**config.mk**
```make
export PLATFORM = sky130hd
export DESIGN_NAME = tpci_div
export DESIGN_NICKNAME = d
export VERILOG_FILES = /design/src/design/tpci_pkg.sv /design/src/design/tpci_div.sv
export SDC_FILE = /design/constraint.sdc
export NUM_CORES = 1
export LEC_CHECK = 0
export ABC_AREA = 0
export BUFFER_PORTS_ARGS = -buffer_cell sky130_fd_sc_hd__buf_2
export CAP_MARGIN = 20
export CORE_ASPECT_RATIO = 1.5
export CORE_MARGIN = 1
export CORE_UTILIZATION = 33
export DETAILED_ROUTE_END_ITERATION = 8
export PLACE_DENSITY = 0.57
export SETUP_SLACK_MARGIN = 0.5
export SLEW_MARGIN = 20
export SYNTH_ARGS = -nofsm -noshare
export SYNTH_HDL_FRONTEND = slang
export SYNTH_SLANG_ARGS = --single-unit
```
**constraint.sdc**
```tcl
create_clock -name clk -period 5 [get_ports clk]
set_clock_uncertainty 0.2 [all_clocks]
set_input_delay 0 -clock clk [delete_from_list [all_inputs] [get_ports clk]]
set_output_delay 0 -clock clk [all_outputs]
set_load 0.005 [all_outputs]
```
**src/design/tpci_pkg.sv**
```systemverilog
// shared types and constants for the triangle pixel color interpolator
// no dependencies
`timescale 1ns / 1ps
package tpci_pkg;
  localparam int COORD_W = 16;
  localparam int DIFF_W  = 17;
  localparam int PROD_W  = 34;
  localparam int EDGE_W  = 35;
  localparam int WT_W    = 35;
  localparam int CPROD_W = 43;
  localparam int NUM_W   = 47;
  localparam int DEN_W   = 36;
  localparam int ADDR_W  = 18;
  localparam int DIV_LAT = 9;
  localparam logic [WT_W-1:0] DEGENERATE_LIMIT = WT_W'(3);

  typedef struct packed {
    logic                vld;
    logic                wr;
    logic [ADDR_W-1:0]   addr;
  } tpci_meta_t;

  typedef logic [23:0] tpci_rgb_t;
endpackage

```
**src/design/tpci_div.sv**
```systemverilog
// pipelined restoring divider, one quotient bit per stage, saturating at 255
// depends on tpci_pkg
`timescale 1ns / 1ps
module tpci_div (
  input  logic                          clk,
  input  logic                          en,
  input  logic [tpci_pkg::NUM_W-1:0]    num,
  input  logic [tpci_pkg::DEN_W-1:0]    den,
  output logic [7:0]                    quo
);
  localparam int NW = tpci_pkg::NUM_W;
  localparam int DW = tpci_pkg::DEN_W;

  logic [NW-1:0] rem_r [9];
  logic [DW-1:0] den_r [9];
  logic [7:0]    q_r   [9];
  logic          sat_r [9];

  always_ff @(posedge clk) begin
    if (en) begin
      rem_r[0] <= num;
      den_r[0] <= den;
      q_r[0]   <= '0;
      sat_r[0] <= num >= (NW'(den) << 8);
    end
  end

  for (genvar s = 1; s < 9; s++) begin : g_stage
    logic [NW-1:0] shd;
    logic          take;
    assign shd  = NW'(den_r[s-1]) << (8 - s);
    assign take = rem_r[s-1] >= shd;
    always_ff @(posedge clk) begin
      if (en) begin
        rem_r[s] <= take ? rem_r[s-1] - shd : rem_r[s-1];
        den_r[s] <= den_r[s-1];
        q_r[s]   <= {q_r[s-1][6:0], take};
        sat_r[s] <= sat_r[s-1];
      end
    end
  end

  assign quo = sat_r[8] ? 8'hff : q_r[8];
endmodule

```
==> results.toml <==
[synth]
synth-simple-area-share_pct = 11.5
synth_compound_area_share_pct = 16.3
yosys_warnings = 0
synthFlopType = "edfxtp_1"
syn_area_sq_mm = 0.0419
synth_top_area_share_pct = 50.9
yosysSeqAreaShare_pct = 50.9
yosysMostFrequentCell = "edfxtp_1"
synth_top_area_cell = "edfxtp_1"
synth_edf_count = 709
synthXorXnorAreaFrac_pct = 5.61
syn_inst = 3946
synthArstFlopShare_pct = 0
syn-num-nets = 4362
yosys-top-cells-count = "709 x edfxtp_1, 401 x inv_1, 358 x nand2_1, 328 x a21oi_1, 324 x ha_1"
synthDistinctLibCells = 100
yosys-top-cells-area = "edfxtp_1 51%, ha_1 9.7%, a21oi_1 3.9%, inv_1 3.6%, o21ai_0 3.5%"
yosys.area_share.adder_pct = 10.0
synthMuxAreaShare_pct = 0.879
ys_seq_elements = 709
synth_top_family_by_area = "compound AO/OA/AOI/OAI gates"
synth_area_per_cell_sq_um = 10.6

[place]
gp_congestion = 0.911
hpwlAfterDp_um = 76500
port_buffers = 92

[detailed_routing]
routed_wl_um = 97800
remaining_drc_errors = 0
vias_per_cell = 4.91
wl_per_cell_um = 16.5
antenna_left = 0
first_pass_iters = 5
vias = 29100
drt-initial-drc-count = 1486

[floorplanning]
num_rows = 159
die-area_sq_mm = 0.128
dieWidth_um = 293
die_h_um = 438
start_util_pct = 33.3
ios = 93
fp.coreArea_sq_mm = 0.126

[cells_and_area]
filler_cell_count = 12200
fin_nets = 4601
final_layout_size_suffix_gt1_share_pct = 7.62
area_growth_pct = 15.4

[worst_setup_path]
arrival_ns = 4.51
crit_path_start_kind = "register"
cp_top_family = "compound AO/OA/AOI/OAI gates"
critPathMaxStageDelay_ns = 0.42
crit_top_cell = "o21ai_1"
crit_type = "reg2reg"
end_kind = "register"
crit_path_top_delay_cell = "fa_1"
path_max_fanout = 3
worst_ep_required_time_ns = 5.19
worstPathBufferInverterCount = 2
crit_chain = "inv_1 -> ha_1 -> inv_1 -> fa_1 -> a21oi_1 -> o211ai_1 -> and3_1 -> a221oi_4 -> o21ai_1 -> a211oi_2 -> o21ai_1 -> a221oi_2 -> o21ai_1 -> a31oi_1 -> mux2_2"

[cts]
insertion_delay_ns = 0.64
cts.sinks = 709
cts_buffers = 71
cts_max_level = 3
clk_pin_slew_worst_paths_ns = 0.06
clockBufferDepth = 3
ctsRootBufferMaster = "clkbuf_16"
cts_tree = "done"

[global_routing]
grt_max_degree = 126
grt_pass1_wl_um = 156000
antenna_found_initial = 2
grt_pass1_vias = 30300
grt_usage_pct = 15.3
grt_remaining_overflow = 0

[job]
cap_violations = 0

[sta]
max_slew_margin_pct = 39.4
worst_pin_slew_ns = 0.903
hold_violations = 0
rsz0062_at_grt = "no"
slew_violations = 0
clock.fmax_ghz = 0.231
timing.final.crit_share_pct = 86.4
fin_crit_ns = 4.32
setup_viol = 0
tns_ns = 0

[power]
power_density_mw_per_mm2 = 500
p_leak_nw = 19.3
total_power_mw = 24.1
peakVddDrop_uv = 264

[hold_path]
hp-class = "reg2reg"

[outcome]
status = "completed"
-- worst paths after layout --
| kind | start | end | slack (ns) | cells after the start |
|---|---|---|---|---|
| max | rem_r[0][7]$_DFFE_PP_ | rem_r[0][92]$_DFFE_PP_ | 0.68 | 15 |
| min | sat_r[0][6]$_DFFE_PP_ | sat_r[0][7]$_DFFE_PP_ | 0.20 | 0 |
| max reg2reg | rem_r[0][7]$_DFFE_PP_ | rem_r[0][92]$_DFFE_PP_ | 0.68 | 15 |
| min reg2reg | sat_r[0][6]$_DFFE_PP_ | sat_r[0][7]$_DFFE_PP_ | 0.20 | 0 |
-- stage by stage --
stage	hold WS (ns)	cell area (sq um)	worst slack [ns]	util (%)	std cells
3_5_place_dp	-0.00696	44300	0.586	35.3	5634
3_3_place_gp	-0.00755	44300	0.103	35.3	5633
2_1_floorplan	-0.101	41900	1.26	-	3946
5_1_grt	0.195	48300	0.508	38.5	5930
6_report	0.195	48300	0.679	38.5	5930
4_1_cts	0.117	48300	0.568	38.5	5926
-- power breakdown --
group | leakage, nW | internal, mW | switching [mW]
clock network | 1.09 | 3.04 | 2.22
registers | 6.89 | 8.38 | 0.742
logic | 11.3 | 4.11 | 5.63
-- cell type report --
cell class	count	area, sq um	share of cell area, %
clock inverter	36	374	0.775
multi-input combinational	2712	18600	38.5
inverter	402	1510	3.12
tap	1690	2110	4.38
sequential	709	21300	44.1
timing repair buffer	289	2520	5.21
antenna	3	7.51	0.0155
clock buffer	89	1890	3.91
-- layer usage --
layer | track usage, % | up-vias | share of wire (%)
li1 | - | 14900 | -
met1 | 15.2 | 13400 | 37
met2 | 28.9 | 552 | 52
met3 | 1.51 | 259 | 2.3
met4 | 12.2 | 0 | 8.2
met5 | 0 | - | 0
-- flip-flops by register name, indices dropped and copies added (netlist names) --
name / cells
q_r: 36
sat_r: 9
den_r: 288
rem_r: 376
-- cell families after synthesis --
kind of cell,count (synthesis)
compound gates,1089
simple gates,991
flops,709
buf+inv,525
fa+ha+maj,331
xor+xnor,268
mux,33
-- cell usage in the layout, fill, tap and decap left out, drive strengths merged, types with 22 or more instances in the layout --
cell	instances
edfxtp	709
inv	405
nand2	358
a21oi	334
ha	324
o21ai	319
nor2	208
dlygate4sd3	167
a21o	166
xnor2	143
xor2	125
buf	122
clkbuf	89
nand4	79
nand3	63
nor3	56
nor2b	41
o21bai	38
o21a	36
nand2b	34
nor4	33
mux2	30
a31oi	30
and3	25
a211oi	24
clkinv	22
-- repair_timing --
| item | CTS | global route |
|---|---|---|
| endpoints found under the hold margin | 396 | 0 |
| endpoints found under the setup margin | 0 | 1 |
| gates resized for setup | 0 | 1 |
| hold buffers | 167 | 0 |
| buffers inserted | 0 | 1 |
No activity file was read; power rests on OpenSTA's default activity.
